File: src/design/b64lw_pkg.sv
// Shared types, constants and the Base64 symbol table for the line-wrapped encoder.
`default_nettype none

package b64lw_pkg;

    // Default depth of the group queue between front and back
    localparam int unsigned QUEUE_DEPTH_DEF = 2;

    // Data characters per line before a line break
    localparam logic [6:0] LINE_LIMIT = 7'd72;

    // Padding character '='
    localparam logic [7:0] PAD_CHAR = 8'h3D;

    // Configuration register indexes
    localparam logic [1:0] REG_EOL_LENGTH = 2'd0;
    localparam logic [1:0] REG_EOL_FIRST  = 2'd1;
    localparam logic [1:0] REG_EOL_SECOND = 2'd2;

    // Configuration reset values
    localparam logic [1:0] EOL_LENGTH_RST = 2'd2;
    localparam logic [7:0] EOL_FIRST_RST  = 8'd13;
    localparam logic [7:0] EOL_SECOND_RST = 8'd10;

    typedef logic [5:0] sextet_t;

    // One closed group, as handed from front to back
    typedef struct packed {
        sextet_t [3:0] idx;     // symbol indexes, idx[0] is sent first
        logic [2:0]    nchars;  // data characters to send, 2 to 4
        logic [1:0]    eols;    // end-of-line characters to send, 0 to 2
    } group_t;

    // Standard Base64 alphabet
    function automatic logic [7:0] b64_symbol(input sextet_t s);
        logic [7:0] c;
        c = 8'h2F;
        case (s) inside
            [6'd0:6'd25]:  c = 8'd65 + {2'b00, s};
            [6'd26:6'd51]: c = 8'd71 + {2'b00, s};
            [6'd52:6'd61]: c = {2'b00, s} - 8'd4;
            6'd62:         c = 8'h2B;
            default:       c = 8'h2F;
        endcase
        return c;
    endfunction

endpackage

`default_nettype wire

File: src/design/b64lw_front.sv
// Front end: accepts bytes, collects groups, slices them into sextets and tracks line position.
`default_nettype none

module b64lw_front (
    input  logic               clk,
    input  logic               rst_n,
    input  logic               in_valid,
    output logic               in_stall,
    input  logic [7:0]         data_byte,
    input  logic               in_last,
    input  logic [1:0]         eol_length,
    input  logic               q_full,
    output logic               push,
    output b64lw_pkg::group_t  push_data
);
    import b64lw_pkg::*;

    logic [1:0] group_count_reg, group_count_next;
    logic [6:0] line_pos_reg, line_pos_next;
    logic [7:0] held_hi_reg, held_lo_reg;

    logic       in_fire;
    logic       closes;
    logic [7:0] b0, b1, b2;
    logic [2:0] nchars;
    logic [6:0] lp_sum;
    logic       brk;
    logic [1:0] eol_cnt;

    // Take a byte whenever the queue has room
    assign in_stall = q_full;
    assign in_fire  = in_valid && !q_full;
    assign closes   = (group_count_reg == 2'd2) || in_last;
    assign push     = in_fire && closes;

    // Assemble the group, missing bytes read as zero
    always_comb
    begin
        b0 = (group_count_reg == 2'd0) ? data_byte : held_hi_reg;
        case (group_count_reg)
            2'd1:    b1 = data_byte;
            2'd2:    b1 = held_lo_reg;
            default: b1 = 8'd0;
        endcase
        b2 = (group_count_reg == 2'd2) ? data_byte : 8'd0;
    end

    // Line accounting: a break clears the count, eol_length of 3 acts as 2
    assign nchars  = {1'b0, group_count_reg} + 3'd2;
    assign lp_sum  = line_pos_reg + {4'b0000, nchars};
    assign brk     = (lp_sum >= LINE_LIMIT);
    assign eol_cnt = !brk ? 2'd0 : (eol_length[1] ? 2'd2 : eol_length);

    always_comb
    begin
        push_data.idx[0] = b0[7:2];
        push_data.idx[1] = {b0[1:0], b1[7:4]};
        push_data.idx[2] = {b1[3:0], b2[7:6]};
        push_data.idx[3] = b2[5:0];
        push_data.nchars = nchars;
        push_data.eols   = eol_cnt;
    end

    // Next state of group and line counters
    always_comb
    begin
        group_count_next = group_count_reg;
        line_pos_next    = line_pos_reg;
        if (in_fire)
        begin
            if (closes)
            begin
                group_count_next = 2'd0;
                line_pos_next    = (brk || in_last) ? 7'd0 : lp_sum;
            end
            else
            begin
                group_count_next = group_count_reg + 2'd1;
            end
        end
    end

    always_ff @(posedge clk or negedge rst_n)
    begin
        if (!rst_n)
        begin
            group_count_reg <= 2'd0;
            line_pos_reg    <= 7'd0;
        end
        else
        begin
            group_count_reg <= group_count_next;
            line_pos_reg    <= line_pos_next;
        end
    end

    // Held bytes of an open group
    always_ff @(posedge clk)
    begin
        if (in_fire && !closes)
        begin
            if (group_count_reg == 2'd0)
                held_hi_reg <= data_byte;
            else
                held_lo_reg <= data_byte;
        end
    end

endmodule

`default_nettype wire

File: src/design/b64lw_queue.sv
// Small register queue of closed groups between front and back.
`default_nettype none

module b64lw_queue #(
    parameter int unsigned DEPTH = b64lw_pkg::QUEUE_DEPTH_DEF,  // at least 2
    parameter int unsigned WIDTH = $bits(b64lw_pkg::group_t)
) (
    input  logic             clk,
    input  logic             rst_n,
    input  logic             push,
    input  logic [WIDTH-1:0] push_data,
    input  logic             pop,
    output logic             q_valid,
    output logic             q_full,
    output logic [WIDTH-1:0] q_data
);
    localparam int unsigned PTR_W = $clog2(DEPTH);
    localparam int unsigned CNT_W = $clog2(DEPTH + 1);

    logic [WIDTH-1:0] mem_reg [DEPTH];
    logic [PTR_W-1:0] wr_ptr_reg, wr_ptr_next;
    logic [PTR_W-1:0] rd_ptr_reg, rd_ptr_next;
    logic [CNT_W-1:0] count_reg, count_next;
    logic             do_push, do_pop;

    assign q_valid = (count_reg != '0);
    assign q_full  = (count_reg == CNT_W'(DEPTH));
    assign q_data  = mem_reg[rd_ptr_reg];
    assign do_push = push && !q_full;
    assign do_pop  = pop && q_valid;

    // Pointer wrap and fill count
    always_comb
    begin
        wr_ptr_next = wr_ptr_reg;
        rd_ptr_next = rd_ptr_reg;
        count_next  = count_reg;
        if (do_push)
            wr_ptr_next = (wr_ptr_reg == PTR_W'(DEPTH - 1)) ? '0 : wr_ptr_reg + 1'b1;
        if (do_pop)
            rd_ptr_next = (rd_ptr_reg == PTR_W'(DEPTH - 1)) ? '0 : rd_ptr_reg + 1'b1;
        if (do_push && !do_pop)
            count_next = count_reg + 1'b1;
        else if (do_pop && !do_push)
            count_next = count_reg - 1'b1;
    end

    always_ff @(posedge clk or negedge rst_n)
    begin
        if (!rst_n)
        begin
            wr_ptr_reg <= '0;
            rd_ptr_reg <= '0;
            count_reg  <= '0;
        end
        else
        begin
            wr_ptr_reg <= wr_ptr_next;
            rd_ptr_reg <= rd_ptr_next;
            count_reg  <= count_next;
        end
    end

    // Entry storage
    always_ff @(posedge clk)
    begin
        if (do_push)
            mem_reg[wr_ptr_reg] <= push_data;
    end

endmodule

`default_nettype wire

File: src/design/b64lw_back.sv
// Back end: walks a queued group one character a cycle, while out_stall is low, into the output register.
`default_nettype none

module b64lw_back (
    input  logic               clk,
    input  logic               rst_n,
    input  logic               q_valid,
    input  b64lw_pkg::group_t  q_data,
    output logic               q_pop,
    input  logic [7:0]         eol_first,
    input  logic [7:0]         eol_second,
    output logic               out_valid,
    input  logic               out_stall,
    output logic [7:0]         out_char,
    output logic               out_last
);
    import b64lw_pkg::*;

    logic [2:0] pos_reg, pos_next;
    logic       out_valid_reg, out_valid_next;
    logic [7:0] out_char_reg;
    logic       out_last_reg;

    logic       load;
    logic       step;
    logic [2:0] eol_end;
    logic       is_last;
    logic [7:0] ch;

    // Output register takes a new item when empty or being taken
    assign load    = !out_valid_reg || !out_stall;
    assign step    = load && q_valid;
    assign eol_end = q_data.nchars + {1'b0, q_data.eols};
    assign is_last = (pos_reg == 3'd3 + {1'b0, q_data.eols});
    assign q_pop   = step && is_last;

    // Character order: data symbols, end-of-line, padding
    always_comb
    begin
        if (pos_reg < q_data.nchars)
            ch = b64_symbol(q_data.idx[pos_reg[1:0]]);
        else if (pos_reg < eol_end)
            ch = (pos_reg == q_data.nchars) ? eol_first : eol_second;
        else
            ch = PAD_CHAR;
    end

    always_comb
    begin
        pos_next       = pos_reg;
        out_valid_next = out_valid_reg;
        if (load)
            out_valid_next = q_valid;
        if (step)
            pos_next = is_last ? 3'd0 : pos_reg + 3'd1;
    end

    always_ff @(posedge clk or negedge rst_n)
    begin
        if (!rst_n)
        begin
            pos_reg       <= 3'd0;
            out_valid_reg <= 1'b0;
        end
        else
        begin
            pos_reg       <= pos_next;
            out_valid_reg <= out_valid_next;
        end
    end

    always_ff @(posedge clk)
    begin
        if (step)
        begin
            out_char_reg <= ch;
            out_last_reg <= is_last;
        end
    end

    assign out_valid = out_valid_reg;
    assign out_char  = out_char_reg;
    assign out_last  = out_last_reg;

endmodule

`default_nettype wire

File: src/design/base64_encoder_line_wrapped.sv
// Top level of the line-wrapped Base64 encoder: config registers, front, queue and back.
//
// Input channel (in_valid / in_stall, data_byte, in_last): one raw byte per item.
// A byte that leaves its group open is only held; the third byte of a group, or
// any byte with in_last set, closes the group and queues four to six characters.
// Output channel (out_valid / out_stall, out_char, out_last): one character per
// item, out_last set on the final character caused by a closing byte.
// Config channel (cfg_valid / cfg_ready, cfg_index, cfg_data): cfg_ready is always
// high; indexes 0..2 write eol_length, eol_first, eol_second, others are ignored.
// The first character of a group passes through the queue entry, written at the edge that
// accepts the closing byte, and then through the output register.
// Throughput: the output register sends one character per cycle while out_stall is low;
// bytes are taken every cycle while the group queue has room, so the sustained rate is
// set by the output port.
// Reset clears the group and line counters, empties the queue and output register
// and loads eol_length 2, CR and LF. A stalled receiver holds the current
// character; the queue fills and then in_stall rises.
`default_nettype none

module base64_encoder_line_wrapped #(
    parameter int unsigned QUEUE_DEPTH = b64lw_pkg::QUEUE_DEPTH_DEF  // at least 2
) (
    input  logic       clk,
    input  logic       rst_n,
    input  logic       in_valid,
    output logic       in_stall,
    input  logic [7:0] data_byte,
    input  logic       in_last,
    output logic       out_valid,
    input  logic       out_stall,
    output logic [7:0] out_char,
    output logic       out_last,
    input  logic       cfg_valid,
    output logic       cfg_ready,
    input  logic [1:0] cfg_index,
    input  logic [7:0] cfg_data
);
    import b64lw_pkg::*;

    logic [1:0] eol_length_reg;
    logic [7:0] eol_first_reg;
    logic [7:0] eol_second_reg;

    logic   push, pop, q_valid, q_full;
    group_t push_data, q_data;

    // Configuration registers
    assign cfg_ready = 1'b1;

    always_ff @(posedge clk or negedge rst_n)
    begin
        if (!rst_n)
        begin
            eol_length_reg <= EOL_LENGTH_RST;
            eol_first_reg  <= EOL_FIRST_RST;
            eol_second_reg <= EOL_SECOND_RST;
        end
        else if (cfg_valid && cfg_ready)
        begin
            case (cfg_index)
                REG_EOL_LENGTH: eol_length_reg <= cfg_data[1:0];
                REG_EOL_FIRST:  eol_first_reg  <= cfg_data;
                REG_EOL_SECOND: eol_second_reg <= cfg_data;
                default:        ;
            endcase
        end
    end

    b64lw_front u_front (
        .clk        (clk),
        .rst_n      (rst_n),
        .in_valid   (in_valid),
        .in_stall   (in_stall),
        .data_byte  (data_byte),
        .in_last    (in_last),
        .eol_length (eol_length_reg),
        .q_full     (q_full),
        .push       (push),
        .push_data  (push_data)
    );

    b64lw_queue #(
        .DEPTH (QUEUE_DEPTH),
        .WIDTH ($bits(group_t))
    ) u_queue (
        .clk       (clk),
        .rst_n     (rst_n),
        .push      (push),
        .push_data (push_data),
        .pop       (pop),
        .q_valid   (q_valid),
        .q_full    (q_full),
        .q_data    (q_data)
    );

    b64lw_back u_back (
        .clk        (clk),
        .rst_n      (rst_n),
        .q_valid    (q_valid),
        .q_data     (q_data),
        .q_pop      (pop),
        .eol_first  (eol_first_reg),
        .eol_second (eol_second_reg),
        .out_valid  (out_valid),
        .out_stall  (out_stall),
        .out_char   (out_char),
        .out_last   (out_last)
    );

endmodule

`default_nettype wire

File: config.mk
export PLATFORM = sky130hd
export DESIGN_NAME = base64_encoder_line_wrapped
export DESIGN_NICKNAME = d
export VERILOG_FILES = /design/src/design/b64lw_pkg.sv /design/src/design/b64lw_front.sv /design/src/design/b64lw_queue.sv /design/src/design/b64lw_back.sv /design/src/design/base64_encoder_line_wrapped.sv
export SDC_FILE = /design/constraint.sdc
export NUM_CORES = 1
export LEC_CHECK = 0
export ABC_AREA = 1
export BUFFER_PORTS_ARGS = -buffer_cell sky130_fd_sc_hd__buf_4
export CAP_MARGIN = 20
export CORE_ASPECT_RATIO = 0.9
export CORE_MARGIN = 5
export CORE_UTILIZATION = 40
export DETAILED_ROUTE_END_ITERATION = 7
export PLACE_DENSITY = 0.53
export REMOVE_ABC_BUFFERS = 1
export SLEW_MARGIN = 20
export SYNTH_ARGS = -nofsm -noshare
export SYNTH_HDL_FRONTEND = slang
export SYNTH_HIERARCHICAL = 1
export SYNTH_SLANG_ARGS = --single-unit
File: constraint.sdc
create_clock -name clk -period 8.07 [get_ports clk]
set_input_delay 1.614 -clock clk [delete_from_list [all_inputs] [get_ports clk]]
set_output_delay 1.614 -clock clk [all_outputs]
set_load 0.01 [all_outputs]
==> run_results.csv <==
group,metric,value,unit
floorplan,die_x,142,um
worst_setup_path,r2r_end,"u_back/out_char[1]",
finish,diodes,0,
routing,top_layer_used,"met4",
routing,met3_length,443,um
clocking,cts_buffer_depth,2,
synth,syn_inst,679,
worst_setup_path,critPathMaxStageDelay,0.59,ns
synth,synth_area,0.00628,mm2
floorplan,die_h,129,um
sta,drv_slew,0,
routing,wl_met1,6210,um
outcome,status,"complete, no violations",
worst_setup_path,cp_max_fo,10,
worst_setup_path,reg2reg_slack,4.93,ns
worst_setup_path,endpoint_kind,"flip-flop",
synth,ys_ff_latch,118,
clocking,cts_setup_buffers,0,
worst_setup_path,cpMostUsedCell,"inv_1",
clocking,cts_tree,"yes",
worst_setup_path,crit_required,8.10,ns
sta,slew_headroom,49.1,%
worst_setup_path,cp.arrival,3.26,ns
synth,yosys.cell_types.count,39,
floorplan,start_util,40.7,%
clocking,cts.sinks,118,
floorplan,dieArea,0.0183,mm2
place,hpwl,9110,um
sta,rsz0062_at_grt,"no",
synth,synth_flop_cell,"edfxtp_1",
finish,final_layout_size_suffix_gt1_share,18.0,%
worst_setup_path,crit_path_cell_trace,"buf_4, inv_1, nor2_2, inv_1, nor2_1, inv_1, nor2_1",
place,portBuffers,34,
routing,totalWireLength,13100,um
synth,async_reset_ff_share,29.7,%
sta,fin_crit_sh,39.9,%
flow_run,max_cap_violations,0,
clocking,ctsHoldBuffers,0,
clocking,clock_latency,0.41,ns
floorplan,placementRows,43,
power,power.density,424,mW/mm2
sta,finalHoldViolCount,0,
power,p_leak,3.31,nW
synth,syn_avg_cell_area,9.25,um2
global_route,grt_pass1_vias,4380,
clocking,cts.root.buffer_cell,"clkbuf_16",
worst_setup_path,r2r_start,"u_back/pos_reg[0]",
routing,drc_errors,0,
finish,syn_to_final_growth,15.5,%
floorplan,io_pins,36,
sta,period_needed,3.22,ns
power,ir_drop,0.000185,V
floorplan,coreArea,0.0154,mm2
clocking,numCtsBuffers,17,
routing,vias,4459,
routing,drtIter0Drc,279,
power,p_total,3.08,mW
global_route,grt_max_degree,36,
worst_setup_path,cp_slowest_cell,"nor2_1",
sta,tns,0,ns
finish,largest_register_ffs,58,
routing,wl_met2,6310,um
worst_setup_path,startpoint,"in_valid",
worst_setup_path,r2r_cells,12,
hold_path,hold_class,"reg2reg",
synth,yosysSeqAreaShare,53.7,%
global_route,grt_overflow,0,
clocking,clk_pin_slew,0.06,ns
synth,ys.warnings.count,6,
sta,tightest_slew,0.761,ns
clocking,htreeDepth,4,
clocking,cts_resized,0,
sta,setup_viol,0,
global_route,antenna_found_initial,0,
synth,synth-edff-count,83,
worst_setup_path,path_class,"in2reg",
sta,fin_skew,0.0170,ns
routing,vias_per_cell,4.79,
global_route,grt_usage,15.3,%
worst_setup_path,endpoint,"u_front/held_lo_reg[7]",
sta,timing.fmax,310,MHz
worst_setup_path,critPathLaunchType,"primary input",
finish,fillCellCount,1426,
routing,ant_nets,0,
routing,avgRoutedWirePerCell,14.1,um
finish,fin_nets,765,
routing,first_pass_iters,4,
global_route,grt_pass1_wl,22000,um
place,gp_congestion,0.848,
==> worst max-delay path, delay by kind of cell <==
kind	cells	cell delay [ns]
buf+inv	4	0.35
simple gates	3	1.28
==> layout make-up <==
type                            count  area [um2]  area share (%)
Tap cell                          202         253            3.48
Clock buffer                       17         425            5.86
Multi-Input combinational cell    470        2500            34.5
Clock inverter                     15         154            2.12
Timing Repair Buffer               37         278            3.83
Inverter                           71         267            3.67
Sequential cell                   118        3380            46.5
==> how the worst min path moves through the flow <==
| stage | start | end | depth (start not counted) |
|---|---|---|---|
| floorplan | eol_second_reg[0] | eol_second_reg[0] | 2 |
| global placement | eol_second_reg[7] | eol_second_reg[7] | 2 |
| detailed placement | eol_second_reg[1] | eol_second_reg[1] | 2 |
| CTS | eol_second_reg[1] | eol_second_reg[1] | 2 |
| global route | eol_second_reg[1] | eol_second_reg[1] | 2 |
| finish | eol_second_reg[1] | eol_second_reg[1] | 2 |
==> cells by family (layout without fill, tap and decap cells) <==
logic type      Yosys count  in the layout  share of synthesized area (%)
simple gates            383            383                           27.2
fa+ha+maj                26             26                           5.42
mux                      13             13                           2.33
compound gates           37             37                           3.37
other cells               1              1                         0.0597
flops                   118            118                           53.7
xor+xnor                 10             10                           1.39
buf+inv                  91            140                           6.47
==> report_power, final <==
| group | total, mW | internal, mW | switching, mW |
|---|---|---|---|
| combinational | 1.40 | 0.488 | 0.917 |
| clock | 0.732 | 0.455 | 0.276 |
| sequential | 0.939 | 0.859 | 0.0800 |
| total | 3.08 | 1.80 | 1.27 |
==> stage by stage <==
| stage | setup WS (ns) | utilization, % | cell area (um2) | instances | hold slack (ns) |
|---|---|---|---|---|---|
| after floorplan | 4.38 | - | 6140 | 659 | 0.436 |
| after global placement | 4.41 | 43.2 | 6680 | 898 | 0.450 |
| after detailed placement | 4.37 | 43.2 | 6680 | 898 | 0.453 |
| after CTS | 4.81 | 47.0 | 7260 | 930 | 0.462 |
| after global routing | 4.61 | 47.0 | 7260 | 930 | 0.483 |
| final | 4.85 | 47.0 | 7260 | 930 | 0.461 |
==> metal layers <==
layer | vias to the layer above | global-route usage (%)
met1 | 2083 | 20.4
met5 | - | 0
met4 | 0 | 4.74
met2 | 68 | 24.4
li1 | 2299 | -
met3 | 9 | 4.09
==> synth_stat cells (all sizes together), types with 2 or more instances <==
| master | number | area share, % |
|---|---|---|
| nand2 | 270 | 17 |
| edfxtp | 83 | 40 |
| inv | 66 | 3.9 |
| nand3 | 55 | 4.7 |
| nor2 | 33 | 2.7 |
| dfrtp | 29 | 12 |
| ha | 24 | 4.8 |
| nand4 | 20 | 2.0 |
| a21oi | 17 | 1.4 |
| buf | 17 | 1.7 |
| o21ai | 14 | 1.1 |
| mux2 | 13 | 2.3 |
| xor2 | 7 | 0.98 |
| dfstp | 6 | 2.5 |
| clkinv | 5 | 0.30 |
| clkbuf | 3 | 0.50 |
| xnor2 | 3 | 0.42 |
| a211oi | 2 | 0.24 |
| a31oi | 2 | 0.44 |
| fa | 2 | 0.64 |
| nor3b | 2 | 0.24 |
==> placed cells by master, fill, tap and decap left out, drive strengths merged <==
master    count
a211oi        2
a21o          1
a21oi        17
a31oi         2
and3          1
buf          37
bufinv        2
clkbuf       17
clkinv       14
clkinvlp      1
conb          1
dfrtp        29
dfstp         6
edfxtp       83
fa            2
ha           24
inv          69
mux2         13
nand2       270
nand3        55
nand4        20
nor2         33
nor3          1
nor3b         2
o21ai        14
o22ai         1
or2           1
xnor2         3
xor2          7
No activity file was read; power rests on OpenSTA's default activity.
